$ cat config.mk
export PLATFORM = sky130hd
export DESIGN_NAME = lobm_cell
export DESIGN_NICKNAME = d
export VERILOG_FILES = /design/src/lobm_pkg.sv /design/src/lobm_cell.sv
export SDC_FILE = /design/constraint.sdc
export NUM_CORES = 1
export LEC_CHECK = 0
export BUFFER_PORTS_ARGS = -buffer_cell sky130_fd_sc_hd__buf_2
export CAP_MARGIN = 20
export CORE_MARGIN = 10
export CORE_UTILIZATION = 44
export CTS_CLUSTER_DIAMETER = 200
export CTS_CLUSTER_SIZE = 8
export DETAILED_ROUTE_END_ITERATION = 12
export PLACE_DENSITY_LB_ADDON = 0.25
export SYNTH_ARGS = -nofsm -noshare
export SYNTH_HDL_FRONTEND = slang
export SYNTH_SLANG_ARGS = --single-unit
$ cat constraint.sdc
create_clock -name clk -period 15.8 [get_ports clk]
set_clock_uncertainty 0.2 [all_clocks]
set_input_delay 3.16 -clock clk [delete_from_list [all_inputs] [get_ports clk]]
set_output_delay 3.16 -clock clk [all_outputs]
set_load 0.03 [all_outputs]
$ cat src/lobm_pkg.sv
`timescale 1ns / 1ps
`default_nettype none
// ----------------------------------------------------------------------------
// lobm_pkg
// Types, codes and defaults shared by the order book matcher and its cells.
// ----------------------------------------------------------------------------
package lobm_pkg;

  localparam int DEFAULT_BOOK_DEPTH = 64;

  localparam logic [1:0] FN_LIMIT  = 2'd0;
  localparam logic [1:0] FN_MARKET = 2'd1;
  localparam logic [1:0] FN_CANCEL = 2'd2;
  localparam logic [1:0] FN_SPARE  = 2'd3;

  localparam logic [1:0] ST_DONE      = 2'd0;
  localparam logic [1:0] ST_FULL      = 2'd1;
  localparam logic [1:0] ST_NO_MATCH  = 2'd2;
  localparam logic [1:0] ST_NOT_FOUND = 2'd3;

  typedef struct packed {
    logic [1:0]  func;
    logic [23:0] limit_price;
    logic [15:0] quantity;
    logic [31:0] cancel_id;
  } req_t;

  typedef struct packed {
    logic [1:0]  status;
    logic [31:0] assigned_id;
    logic [31:0] matched_id;
    logic [23:0] trade_price;
    logic [15:0] traded_qty;
    logic [15:0] market_left_qty;
  } rsp_t;

  // A request travelling along the row of cells, with its result so far.
  typedef struct packed {
    logic  valid;
    logic  done;
    req_t  req;
    rsp_t  rsp;
  } tok_t;

endpackage : lobm_pkg
`default_nettype wire

$ cat src/lobm_cell.sv
`timescale 1ns / 1ps
`default_nettype none
// ----------------------------------------------------------------------------
// lobm_cell
// One book entry. Serves the request passing by, then hands it to the next cell.
// ----------------------------------------------------------------------------
module lobm_cell
  import lobm_pkg::*;
#(
  parameter int BOOK_DEPTH = DEFAULT_BOOK_DEPTH,
  parameter int CELL_IDX   = 0,
  localparam int CNT_W     = $clog2(BOOK_DEPTH + 1)
) (
  input  wire              clk,
  input  wire              rst_n,
  input  wire [CNT_W-1:0]  count,
  input  tok_t             tok_i,
  output tok_t             tok_o
);

  localparam logic [CNT_W-1:0] KIDX = CNT_W'(CELL_IDX);

  logic [31:0] id_r, id_nxt;
  logic [23:0] price_r, price_nxt;
  logic [15:0] qty_r, qty_nxt;
  logic        filled_r, filled_nxt;
  logic        cancelled_r, cancelled_nxt;
  tok_t        tok_r, tok_nxt;

  logic        in_book;
  logic        live;
  logic        active;
  logic [15:0] trade_q;

  assign in_book = KIDX < count;
  assign live    = in_book && !filled_r && !cancelled_r;
  assign active  = tok_i.valid && !tok_i.done;
  assign trade_q = (tok_i.req.quantity < qty_r) ? tok_i.req.quantity : qty_r;

  always_comb begin
    id_nxt        = id_r;
    price_nxt     = price_r;
    qty_nxt       = qty_r;
    filled_nxt    = filled_r;
    cancelled_nxt = cancelled_r;
    tok_nxt       = tok_i;
    if (active) begin
      unique case (tok_i.req.func)
        FN_LIMIT: begin
          if (KIDX == count) begin
            id_nxt        = tok_i.rsp.assigned_id;
            price_nxt     = tok_i.req.limit_price;
            qty_nxt       = tok_i.req.quantity;
            filled_nxt    = 1'b0;
            cancelled_nxt = 1'b0;
            tok_nxt.done  = 1'b1;
          end
        end
        FN_MARKET: begin
          if (live) begin
            qty_nxt                     = qty_r - trade_q;
            filled_nxt                  = 1'b1;
            tok_nxt.done                = 1'b1;
            tok_nxt.rsp.status          = ST_DONE;
            tok_nxt.rsp.matched_id      = id_r;
            tok_nxt.rsp.trade_price     = price_r;
            tok_nxt.rsp.traded_qty      = trade_q;
            tok_nxt.rsp.market_left_qty = tok_i.req.quantity - trade_q;
          end
        end
        FN_CANCEL: begin
          if (live && (id_r == tok_i.req.cancel_id)) begin
            cancelled_nxt      = 1'b1;
            tok_nxt.done       = 1'b1;
            tok_nxt.rsp.status = ST_DONE;
          end
        end
        default: begin
        end
      endcase
    end
  end

  always_ff @(posedge clk) begin
    id_r        <= id_nxt;
    price_r     <= price_nxt;
    qty_r       <= qty_nxt;
    filled_r    <= filled_nxt;
    cancelled_r <= cancelled_nxt;
    if (!rst_n) begin
      tok_r.valid <= 1'b0;
    end else begin
      tok_r <= tok_nxt;
    end
  end

  assign tok_o = tok_r;

endmodule : lobm_cell
`default_nettype wire

# Word-level counts from Yosys, hierarchy flattened
# Index checks and enable logic that the tools add are counted.
# totals
output_inout_bits	198
word_cells	62
in_bits	207
regBits	272
# classes
n_eq_ne	6
addsub	2
order_cmp	2
mux	21
reduce_logical	14
# op_table
op	n
$mux W88	3
$mux W16	3
$eq A32 B32 Y1	1
$pmux W16 S2	1
$sub A16 B16 Y16	2
$lt A16 B16 Y1	1
$reduce_and A4 Y1	2
$logic_not A7 Y1	1
$lt A1 B7 Y1 const A	1
$mux W1	7
$mux W2	3
$ne A2 B2 Y1 const B	3
$logic_and A1 B1 Y1	4
$pmux W1 S2	2
$pmux W2 S2	1
$reduce_bool A2 Y1	2
$logic_not A1 Y1	3
$pmux W1 S3	1
$reduce_and A3 Y1	1
$eq A2 B1 Y1 const B	1
$eq A2 B2 Y1 const B	1
$logic_not A2 Y1	1

# Longest topological paths before layout
# Gate-level depths: netlist of run 1.
# logic_depth
word_depth	7
depth_mapped	25
ltp_nobuf	19

# Worst setup path after synthesis of run 1
# OpenSTA, ideal clock, no wires.
# synth_timing
kind	input -> register
from	input tok_i[169] in the netlist's numbering
to	register qty_r[12], data pin
stages	21
required_ns	15.340
t_arrival_ns	7.540
setup_slack_ns	7.800
cell_sequence	ha_1 -> and4_1 -> and2_1 -> and3b_1 -> buf_6 -> nor3_4 -> buf_2 -> buf_1 -> nand2_1 -> o21ai_0 -> ha_1 -> inv_1 -> fa_1 -> clkbuf_1 -> nand2_1 -> o32ai_1 -> or4b_2 -> o311a_1 -> a32o_1 -> xor2_1 -> mux2_2
# synth_between
elab_chain_cells	5
# synth_lines
item	line_no	source
from (decl)	lobm_cell.sv:17	input tok_t tok_i,
$lt A16 B16 Y1	lobm_cell.sv:38	assign trade_q = (tok_i.req.quantity < qty_r) ? tok_i.req.quantity : qty_r;
$mux W16	lobm_cell.sv:38	
$sub A16 B16 Y16	lobm_cell.sv:61	qty_nxt = qty_r - trade_q;
$mux W16	lobm_cell.sv:60	if (live) begin
$pmux W16 S2	lobm_cell.sv:48	unique case (tok_i.req.func)
to (signal assigned)	lobm_cell.sv:87	qty_r <= qty_nxt;
to (decl)	lobm_cell.sv:25	logic [15:0] qty_r, qty_nxt;
# Every way passes these cells. The select of a mux whose other input is x is not followed.
# A chain may end at the register's enable or synchronous reset.

==> metrics.yaml, run 1 <==
synth:
  synth_edf_count: 271
  synth_top_area_share_pct: 64.74
  yosysSeqAreaShare_pct: 64.90
  synth_area_leader_cell: "edfxtp_1"
  synth_nets: 1158
  ys_seq_elements: 272
  synth_area_sq_um: 12570
  synthArstFlopShare_pct: 0
  ys.flop_type: "edfxtp_1"
  synthCells: 920
  yosysUniqueCellTypes: 77
  yosysWarnings: 0
  synthTopCellsByArea: "edfxtp_1 (65%), mux2_2 (5.4%), ha_1 (2.9%), nand2_1 (2.3%), xor2_1 (2.1%)"
  syn_avg_cell_area_sq_um: 13.66
floorplan:
  coreArea_sq_um: 28010
  dieArea_sq_um: 35730
  io_pins: 405
  die_h_microns: 189.0
  die_w_microns: 189.0
  initial_utilization_pct: 44.87
  std_cell_rows: 61
clocking:
  tritoncts: "done"
  clockBufferDepth: 3
  worstSkewPairLatency_ns: 0.53
  clock_sinks: 272
  cts_root_buffer: "clkbuf_16"
  clk_pin_slew_worst_paths_ns: 0.05
  post_cts_buffers: 0
  hold_buffers: 0
  ctsHtreeMaxLevel: 2
  cts-buffers-inserted: 39
  cts_repair_resize_count: 0
grt:
  first_global_vias: 9657
  grt_usage_pct: 21.74
  grt_max_degree: 72
  antenna_found_initial: 11
  grt_overflow: 0
  grt_pass1_wl_microns: 59800
timing:
  max_freq_mhz: 128.4
  setup_viol: 0
  slew_viol_final: 0
  slew-limit-headroom_pct: 34.79
  fin_crit_ns: 7.789
  hold_viol_final: 0
  worstMarginPinSlew_ns: 0.9781
  rsz0062_at_grt: "false"
  fin_tns_setup_ns: 0
  whs_ns: 0.3439
  period_share_pct: 49.30
job:
  maxCapViolCount: 0
place:
  dpl.hpwl_microns: 30870
  portBuffers: 404
  gp_congestion: 0.9463
worst_hold_path:
  min_delay_path_depth: 1
  holdCritPathClass: "reg2reg"
pwr:
  irDropWorstVdd_mv: 0.1038
  p_leak_nw: 6.547
  finalPower_mw: 1.870
  powerDensity_nw_per_um2: 116.6
routing:
  met1Wirelength_microns: 16370
  post_drt_wl_per_cell_microns: 23.60
  drt-total-wl_microns: 40630
  routed-wl-met2_microns: 19090
  drc: 0
  top_layer_used: "met5"
  final_antenna_net_count: 0
  via_count: 9383
  drtIter0Drc: 953
  via_per_inst: 5.449
  dr.pass1.iters: 5
  wl_met3_microns: 4273
critical_path:
  cp_data_arrival_time_ns: 7.90
  reg2reg_from: "qty_r[5]$_DFFE_PP_"
  crit_path_start_kind: "input pin"
  rr_endpoint: "tok_o[8]$_DFFE_PP_"
  rrSetupSlack_ns: 10.23
  critPathMaxFanout: 45
  worstRegToRegCells: 16
  crit_type: "in2reg"
  cp-end-kind: "register"
  cp-startpoint: "tok_i[169]"
  crit_end: "tok_o[8]$_DFFE_PP_"
  crit_required_ns: 15.91
cells_and_area:
  final_common_cell: "buf_2"
  final_util_pct: 57.23
  nFillCells: 2366
  layout_common_cells: "buf_2 (403), edfxtp_1 (271), nand2_1 (77)"
  drive_gt1_share_pct: 39.61
  areaGrowthSynthToFinish_pct: 27.52
  fin_nets: 1567
status:
  run_status: "finished, final reports clean"
## how the worst min path moves through the flow
| stage | from | endpoint | slack (ns) |
|---|---|---|---|
| detailed placement | price_r[12]$_DFFE_PP_ | tok_o[44]$_DFFE_PP_ | 0.33 |
| CTS | price_r[2]$_DFFE_PP_ | tok_o[34]$_DFFE_PP_ | 0.35 |
| finish | price_r[2]$_DFFE_PP_ | tok_o[34]$_DFFE_PP_ | 0.34 |
| floorplan | price_r[0]$_DFFE_PP_ | tok_o[32]$_DFFE_PP_ | 0.32 |
| global route | price_r[2]$_DFFE_PP_ | tok_o[34]$_DFFE_PP_ | 0.36 |
| global placement | price_r[8]$_DFFE_PP_ | tok_o[40]$_DFFE_PP_ | 0.33 |
## final cells by class
class / instances / area [sq um] / share of cell area [%]
Sequential cell: 272 / 8158 / 50.89
Inverter: 37 / 138.9 / 0.8664
Timing Repair Buffer: 412 / 2091 / 13.04
Antenna cell: 6 / 15.01 / 0.09367
Tap cell: 378 / 473.0 / 2.951
Clock inverter: 2 / 28.78 / 0.1795
Clock buffer: 48 / 1010 / 6.299
Multi-Input combinational cell: 567 / 4115 / 25.67
## per-stage QoR
stage	setup slack [ns]	cell area, sq um	cells
CTS	8.134	16010	1716
global placement	7.750	14980	1666
detailed placement	7.623	14980	1666
finish	8.011	16030	1722
floorplan	7.800	12570	920
global route	7.717	16020	1720
## registers in the layout (all words and copies together) (netlist names)
signal / flops
cancelled_r: 1
price_r: 24
filled_r: 1
id_r: 32
tok_o: 198
qty_r: 16
## power breakdown
group	leakage [nW]	internal, mW	switching (mW)
sequential	2.60	0.839	0.0108
clock	0.506	0.443	0.291
combinational	3.44	0.0924	0.193
total	6.55	1.37	0.495
## kinds of logic (layout without fill, tap and decap cells)
logic type      after synthesis  count (layout)  synth area share [%]
mux                          73              73                 6.510
fa+ha+maj                    41              41                 4.012
buf+inv                      81             499                 2.508
flops                       272             272                 64.90
xor+xnor                     51              51                 3.554
other cells                   0               6                     0
simple gates                219             219                 8.700
compound gates              183             183                 9.815
## metal layers
metal  global-route usage (%)  vias to the layer above
met4                    6.349                       10
met5                        0                        -
met3                    8.232                       67
li1                         -                     4328
met1                    27.30                     4499
met2                    34.33                      479
## Yosys cell counts (all sizes together) (4+ instances only)
library cell / instances
nor2b: 10
a21oi: 40
xor2: 30
nor4: 11
edfxtp: 271
and3: 6
xnor2: 21
and2: 10
nand2: 77
ha: 29
o32ai: 5
a31oi: 10
a41oi: 4
o211ai: 4
nor3: 6
nand3b: 4
nor3b: 5
nand3: 14
o22ai: 8
nand2b: 10
nor2: 45
maj3: 10
o21a: 6
mux2i: 12
o31ai: 6
clkbuf: 35
nand4: 12
o21ai: 50
buf: 9
inv: 37
mux2: 60
## critical path, stage by stage
cell      delay (ns)
buf_2           0.15
ha_1            0.34
and4_1          0.29
nand4b_1        0.18
and3_1          0.31
nand3_2         0.11
buf_4           0.43
mux2i_1         0.47
inv_1           0.11
fa_1            0.45
nor2_1          0.32
a221oi_1        0.15
a21oi_1         0.67
o31ai_1         0.17
o211a_1         0.26
o41ai_1         0.31
Note: power is estimated with default switching activity, not from simulation.
==> run 2: changes to the inputs <==
--- a/config.mk
+++ b/config.mk
@@ -5,6 +5,7 @@
 export SDC_FILE = /design/constraint.sdc
 export NUM_CORES = 1
 export LEC_CHECK = 0
+export ABC_AREA = 1
 export BUFFER_PORTS_ARGS = -buffer_cell sky130_fd_sc_hd__buf_2
 export CAP_MARGIN = 20
 export CORE_MARGIN = 10
==> constraint.sdc (replaced) <==
create_clock -name clk -period 7.5 [get_ports clk]
set_clock_uncertainty 0.2 [all_clocks]
set_input_delay 1.5 -clock clk [delete_from_list [all_inputs] [get_ports clk]]
set_output_delay 1.5 -clock clk [all_outputs]
set_load 0.03 [all_outputs]
==> run 2 against run 1 <==
  * Clock power is 110% higher
  * Area after synthesis rose by 0.93%
  * Register-to-register slack lost 7.1 ns
  * Cell area rose by 0.66%
  * Critical path depth is 4 higher
  * Final cell count grew 15%
==> metrics.yaml, run 2 <==
status:
  run_status: "finished, final reports clean"  # unchanged
synth:
  synth_edf_count: 271  # unchanged
  synth-compound-area-share_pct: 4.024  # was 9.815%
  yosysSeqAreaShare_pct: 64.31  # was 64.90%
  synth_area_sq_um: 12690  # was 12570 sq um
  synthTopCellsByArea: "edfxtp_1 (64%), nand2_1 (11%), inv_1 (3.5%), ha_1 (2.9%), nand3_1 (2.3%)"  # was edfxtp_1 (65%), mux2_2 (5.4%), ha_1 (2.9%), nand2_1 (2.3%), xor2_1 (2.1%)
  ys.flop_type: "edfxtp_1"  # unchanged
  synth_top_area_share_pct: 64.15  # was 64.74%
  synthAdderAreaFrac_pct: 3.176  # was 4.012%
  synthCells: 1166  # was 920
  synth_area_leader_cell: "edfxtp_1"  # unchanged
  yosys.area_share.simple_pct: 20.45  # was 8.700%
  syn_avg_cell_area_sq_um: 10.88  # was 13.66 sq um
  ys_seq_elements: 272  # unchanged
  yosysUniqueCellTypes: 45  # was 77
  ys_top_cells_by_count: "nand2_1 (373), edfxtp_1 (271), inv_1 (117), nand3_1 (59), o21ai_0 (44)"  # was edfxtp_1 (271), nand2_1 (77), mux2_2 (60), o21ai_0 (48), nor2_1 (45)
  yosysMostFrequentCell: "nand2_1"  # was edfxtp_1
  synth_nets: 1404  # was 1158
  yosysWarnings: 0  # unchanged
  synth_xor_area_share_pct: 2.831  # was 3.554%
  synthMuxAreaShare_pct: 0.1578  # was 6.510%
  synth_top_family_by_area: "simple AND/OR/NAND/NOR gates"  # was compound AO/OA/AOI/OAI gates
  synthArstFlopShare_pct: 0  # unchanged
grt:
  grt_overflow: 0  # unchanged
  grt_usage_pct: 20.94  # was 21.74%
  antenna_found_initial: 3  # was 11
  first_global_vias: 9893  # was 9657
  grt_max_degree: 97  # was 72
  grt_pass1_wl_microns: 58390  # was 59800 microns
routing:
  dr.pass1.iters: 5  # unchanged
  via_per_inst: 4.966  # was 5.449
  via_count: 9838  # was 9383
  drc: 0  # unchanged
  final_antenna_net_count: 0  # unchanged
  drtIter0Drc: 646  # was 953
  post_drt_wl_per_cell_microns: 19.85  # was 23.60 microns
  drt-total-wl_microns: 39320  # was 40630 microns
critical_path:
  path_common_cell: "nand2_1"
  cp_data_arrival_time_ns: 4.95  # was 7.90 ns
  worstRegToRegCells: 19  # was 16
  cp-end-kind: "register"  # unchanged
  max_stage_delay_ns: 0.74  # was 0.67 ns
  critPathMaxFanout: 58  # was 45
  rrSetupSlack_ns: 3.13  # was 10.23 ns
  crit_type: "in2reg"  # unchanged
  crit_required_ns: 7.56  # was 15.91 ns
  cp_slowest_cell: "o21ai_0"  # was a21oi_1
  crit_path_start_kind: "input pin"  # unchanged
  path_cells: "buf_2, ha_1, a21oi_1, o21a_1, nand2_1, nand2_2, nand2_4, o21ai_0, ha_1, a21o_1, nand2_1, nand2_1, nand3_1, nand3_2, nand2_1, nand2_1, nand2_1, nand3_1, nand2_1, inv_1"  # was buf_2, ha_1, and4_1, nand4b_1, and3_1, nand3_2, buf_4, mux2i_1, inv_1, fa_1, nor2_1, a221oi_1, a21oi_1, o31ai_1, o211a_1, o41ai_1
floorplan:
  dieArea_sq_um: 36020  # was 35730 sq um
  initial_utilization_pct: 44.44  # was 44.87%
  std_cell_rows: 62  # was 61
  die_w_microns: 189.8  # was 189.0 microns
  die_h_microns: 189.8  # was 189.0 microns
  io_pins: 405  # unchanged
  coreArea_sq_um: 28550  # was 28010 sq um
timing:
  period_share_pct: 65.23
  slew-limit-headroom_pct: 37.36  # was 34.79%
  slew_viol_final: 0  # unchanged
  fin_crit_ns: 4.892
  rsz0062_at_grt: "false"  # unchanged
  worstMarginPinSlew_ns: 0.9396  # was 0.9781 ns
  fin_tns_setup_ns: 0  # unchanged
  max_freq_mhz: 204.4
  whs_ns: 0.3144  # was 0.3439 ns
  hold_viol_final: 0  # unchanged
  setup_viol: 0  # unchanged
pwr:
  switchingPower_mw: 1.051  # was 495.1 uW
  power.internal_mw: 2.898  # was 1.375 mW
  powerDensity_nw_per_um2: 244.7  # was 116.6 nW/um^2
  p_sw_share_pct: 26.62  # was 26.48%
  irDropWorstVdd_mv: 0.1995  # was 0.1038 mV
  clkPwrFrac_pct: 39.3  # about the same
  p_leak_nw: 7.440  # was 6.547 nW
  sequentialPowerShare_pct: 45.3  # was 45.5%
  combPwrFrac_pct: 15.4  # was 15.3%
clocking:
  worstSkewPairLatency_ns: 0.51  # was 0.53 ns
  clockBufferDepth: 3  # unchanged
  cts_root_buffer: "clkbuf_16"  # unchanged
  tritoncts: "done"  # unchanged
  ctsHtreeMaxLevel: 2  # unchanged
  hold_buffers: 0  # unchanged
  clock_sinks: 272  # unchanged
  post_cts_buffers: 0  # unchanged
  cts_repair_resize_count: 0  # unchanged
  cts-buffers-inserted: 39  # unchanged
  clk_pin_slew_worst_paths_ns: 0.05  # about the same
place:
  gp_congestion: 0.9273  # was 0.9463
  dpl.hpwl_microns: 30290  # was 30870 microns
  portBuffers: 404  # unchanged
cells_and_area:
  drive_gt1_share_pct: 33.08  # was 39.61%
  largest_reg_flops: 198  # unchanged
  final_util_pct: 56.52  # was 57.23%
  seq_area_sq_um: 8158  # unchanged
  final_common_cell: "buf_2"  # unchanged
  fin_nets: 1826  # was 1567
  areaGrowthSynthToFinish_pct: 27.18  # was 27.52%
  layout_common_cells: "buf_2 (403), nand2_1 (373), edfxtp_1 (271)"  # was buf_2 (403), edfxtp_1 (271), nand2_1 (77)
  multiInputGateArea_sq_um: 3900  # was 4115 sq um
  nFillCells: 2561  # was 2366
worst_hold_path:
  holdCritPathClass: "reg2reg"  # unchanged
  min_delay_path_depth: 2  # was 1
job:
  maxCapViolCount: 0  # unchanged
## run 2: changes by cell type after synthesis, sizes merged, moves of 11 or more
cell | before | now
o21ai | 50 | 61
a21oi | 40 | 23
inv | 37 | 123
nand3 | 14 | 87
clkbuf | 35 | 13
nand2 | 77 | 386
mux2 | 60 | 0
## run 2: worst paths after layout
path / startpoint / end
worst max-delay path: tok_i[159] / tok_o[15]$_DFFE_PP_
worst min-delay path: price_r[9]$_DFFE_PP_ / tok_o[41]$_DFFE_PP_
worst max register to register: qty_r[9]$_DFFE_PP_ / tok_o[15]$_DFFE_PP_
worst min register to register: price_r[9]$_DFFE_PP_ / tok_o[41]$_DFFE_PP_
## run 2: per-layer routing
layer,wire length (microns),track usage [%]
met3,4039,7.415
met4,748,4.853
met2,19200,35.08
met1,15320,25.41
met5,13,0
## run 2: cells by family after synthesis
logic type	count (synthesis)
muxes	2
adders and majority gates	31
buffers and inverters	152
xor gates and xnor gates	41
AOI/OAI and AO/OA	95
and+or+nand+nor	573
DFF	272
## run 2: power by group through the flow
stage	sequential, mW	combinational, mW	clock, mW
2_1_floorplan	1.97	0.221	0
3_3_place_gp	1.81	0.601	0
3_5_place_dp	1.82	0.608	0
4_1_cts	1.79	0.610	1.59
5_1_grt	1.79	0.663	1.65
6_report	1.79	0.607	1.55
## run 2: area by class of cell
class | instances | area share [%]
flip-flops and latches | 272 | 50.56
well taps | 384 | 2.978
repair buffers | 410 | 12.87
multi-input cells | 742 | 24.17
inverters | 123 | 2.885
diodes | 1 | 0.01551
clock inverters | 2 | 0.1551
clock buffers | 47 | 6.367
## run 2: per-stage QoR
| step | instances | instance area (sq um) | setup WS [ns] | power (mW) |
|---|---|---|---|---|
| finish | 1981 | 16130 | 2.608 | 3.949 |
| global route | 1981 | 16130 | 2.314 | 4.109 |
| CTS | 1980 | 16130 | 2.636 | 3.993 |
| detailed placement | 1931 | 15080 | 2.095 | 2.425 |
| global placement | 1931 | 15080 | 2.199 | 2.416 |
| floorplan | 1166 | 12690 | 2.794 | 2.192 |
## run 2: critical path, delay by kind of cell
family,cells,cell delay [ns]
simple gates,12,1.30
buf+inv,2,0.20
fa+ha+maj,2,0.71
compound gates,4,1.22
==> run 3: changes to the inputs <==
==> constraint.sdc (replaced) <==
create_clock -name clk -period 4.88 [get_ports clk]
set_clock_uncertainty 0.2 [all_clocks]
set_input_delay 0.976 -clock clk [delete_from_list [all_inputs] [get_ports clk]]
set_output_delay 0.976 -clock clk [all_outputs]
set_load 0.03 [all_outputs]
==> run 3 against run 2 <==
  * Worst hold slack got worse by 0.0043 ns
  * Critical endpoint is now qty_r[15]$_DFFE_PP_
  * Sequential cell count is the same
  * Largest cell class unchanged
  * Largest power group unchanged
  * Sequential power is 54% higher
  * Critical path type unchanged
  * Clock-buffer cell count rose by 2
  * Critical path depth rose by 1
  * Global-route usage rose by 0.50 points
  * Routed wire length rose by 1.7%
==> metrics.yaml, run 3 (same netlist as run 2, synthesis figures left out) <==
status:
  run_status: "finished, final reports clean"  # unchanged
routing:
  drc: 0  # unchanged
  post_drt_wl_per_cell_microns: 20.07  # was 19.85 microns
  via_count: 9845  # was 9838
  drtIter0Drc: 587  # was 646
  final_antenna_net_count: 0  # unchanged
  drt-total-wl_microns: 40000  # was 39320 microns
  via_per_inst: 4.940  # was 4.966
  dr.pass1.iters: 5  # unchanged
clocking:
  tritoncts: "done"  # unchanged
  cts_repair_resize_count: 0  # unchanged
  post_cts_buffers: 0  # unchanged
  clk_pin_slew_worst_paths_ns: 0.05  # about the same
  clock_sinks: 272  # unchanged
  hold_buffers: 0  # unchanged
  ctsHtreeMaxLevel: 2  # unchanged
  cts_root_buffer: "clkbuf_16"  # unchanged
  worstSkewPairLatency_ns: 0.52  # was 0.51 ns
  clockBufferDepth: 3  # unchanged
  cts-buffers-inserted: 39  # unchanged
grt:
  grt_usage_pct: 21.43  # was 20.94%
  grt_overflow: 0  # unchanged
  grt_max_degree: 108  # was 97
  first_global_vias: 10090  # was 9893
  grt_pass1_wl_microns: 59590  # was 58390 microns
  antenna_found_initial: 3  # unchanged
place:
  dpl.hpwl_microns: 30880  # was 30290 microns
  portBuffers: 404  # unchanged
  placed_area_sq_um: 15170  # was 15080 sq um
  post-place-ws_ns: 0.6809  # was 2.095 ns
  gp_congestion: 0.8858  # was 0.9273
critical_path:
  crit_end: "qty_r[15]$_DFFE_PP_"  # was tok_o[15]$_DFFE_PP_
  crit_required_ns: 4.94  # was 7.56 ns
  cp-startpoint: "tok_i[161]"  # was tok_i[159]
  worstRegToRegCells: 21  # was 19
  crit_path_start_kind: "input pin"  # unchanged
  cp_data_arrival_time_ns: 3.80  # was 4.95 ns
  critPathMaxFanout: 25  # was 58
  crit_type: "in2reg"  # unchanged
  cp-end-kind: "register"  # unchanged
  rrSetupSlack_ns: 1.20  # was 3.13 ns
  reg2reg_from: "qty_r[7]$_DFFE_PP_"  # was qty_r[9]$_DFFE_PP_
  rr_endpoint: "qty_r[15]$_DFFE_PP_"  # was tok_o[15]$_DFFE_PP_
pwr:
  p_sw_share_pct: 26.80  # was 26.62%
  powerDensity_nw_per_um2: 375.8  # was 244.7 nW/um^2
  switchingPower_mw: 1.636  # was 1.051 mW
  irDropWorstVdd_mv: 0.3387  # was 0.1995 mV
  clkPwrFrac_pct: 39.5  # was 39.3%
  power.internal_mw: 4.467  # was 2.898 mW
  p_leak_nw: 7.493  # was 7.440 nW
  sequentialPowerShare_pct: 45.1  # was 45.3%
  combPwrFrac_pct: 15.4  # about the same
worst_hold_path:
  holdCritPathClass: "reg2reg"  # unchanged
timing:
  fin_crit_ns: 3.739
  max_freq_mhz: 267.4
  slew_viol_final: 0  # unchanged
  layout_setup_ws_ns: 1.141  # was 2.608 ns
  fin_tns_setup_ns: 0  # unchanged
  slew-limit-headroom_pct: 38.96  # was 37.36%
  hold_viol_final: 0  # unchanged
  setup_viol: 0  # unchanged
  worstMarginPinSlew_ns: 0.9155  # was 0.9396 ns
  period_share_pct: 76.62
  rsz0062_at_grt: "false"  # unchanged
cells_and_area:
  fin_nets: 1835  # was 1826
  final_common_cell: "buf_2"  # unchanged
  largest_reg_flops: 198  # unchanged
  drive_gt1_share_pct: 33.42  # was 33.08%
  areaGrowthSynthToFinish_pct: 27.99  # was 27.18%
  nFillCells: 2518  # was 2561
  postLayoutCellArea_sq_um: 16240  # was 16130 sq um
  final_util_pct: 56.88  # was 56.52%
  layout_common_cells: "buf_2 (403), nand2_1 (373), edfxtp_1 (271)"  # unchanged
floorplan:
  initial_utilization_pct: 44.44  # unchanged
  coreArea_sq_um: 28550  # unchanged
  die_w_microns: 189.8  # unchanged
  dieArea_sq_um: 36020  # unchanged
  io_pins: 405  # unchanged
  std_cell_rows: 62  # unchanged
  die_h_microns: 189.8  # unchanged
job:
  maxCapViolCount: 0  # unchanged
==> run 3: changes by cell type in the layout (fill, tap and decap cells not counted), sizes merged <==
cell    before  now
buf        409  418
diode        1    2
clkbuf      48   50
==> run 3: cell type report <==
cell class              count  area [sq um]  area share (%)
well taps                 384         480.5           2.959
clock inverters             2         25.02          0.1541
clock buffers              49          1035           6.373
repair buffers            419          2168           13.35
multi-input cells         742          3900           24.02
flip-flops and latches    272          8158           50.24
inverters                 123         465.4           2.867
diodes                      2         5.005         0.03082
==> run 3: per-stage QoR <==
step / hold slack [ns] / power [mW] / cells
floorplan: 0.2943 / 3.369 / 1166
global placement: 0.2964 / 3.723 / 1940
detailed placement: 0.3000 / 3.735 / 1940
CTS: 0.3111 / 6.148 / 1991
global route: 0.3316 / 6.338 / 1992
finish: 0.3101 / 6.102 / 1993
==> run 3: metal layers <==
layer,global-route usage (%),wire length (microns),vias up
met5,0,13,-
met4,5.464,765,2
met3,7.232,4004,52
met2,35.49,19400,417
met1,26.43,15820,4591
li1,-,-,4783
==> run 3: how the worst min path moves through the flow <==
stage,depth (start not counted),end,slack (ns),start
3_5_place_dp,2,tok_o[54]$_DFFE_PP_,0.30,price_r[22]$_DFFE_PP_
3_3_place_gp,2,tok_o[46]$_DFFE_PP_,0.30,price_r[14]$_DFFE_PP_
4_1_cts,2,tok_o[54]$_DFFE_PP_,0.31,price_r[22]$_DFFE_PP_
2_1_floorplan,2,tok_o[32]$_DFFE_PP_,0.29,price_r[0]$_DFFE_PP_
5_1_grt,2,tok_o[54]$_DFFE_PP_,0.33,price_r[22]$_DFFE_PP_
6_report,2,tok_o[36]$_DFFE_PP_,0.31,price_r[4]$_DFFE_PP_
==> run 3: power groups by stage <==
| stage | Clock [mW] | Combinational, mW | Sequential, mW |
|---|---|---|---|
| finish | 2.41 | 0.940 | 2.75 |
| global route | 2.55 | 1.03 | 2.76 |
| CTS | 2.45 | 0.945 | 2.75 |
| detailed placement | 0 | 0.942 | 2.79 |
| global placement | 0 | 0.935 | 2.79 |
| floorplan | 0 | 0.339 | 3.03 |
==> run 3: critical path, stage by stage <==
cell and delay (ns):
buf_2 0.15, ha_1 0.31, nand2_1 0.07, nor2_1 0.21
nand2_1 0.08, nand2_1 0.09, nand2_2 0.07, nand2_4 0.14
buf_4 0.32, o21ai_0 0.18, buf_4 0.17, ha_1 0.34
nand2_1 0.07, inv_1 0.07, nand3_1 0.10, nor2_1 0.11
nand3_1 0.09, nand2_1 0.08, nand2_1 0.05, nand3_1 0.06
nand2_1 0.05
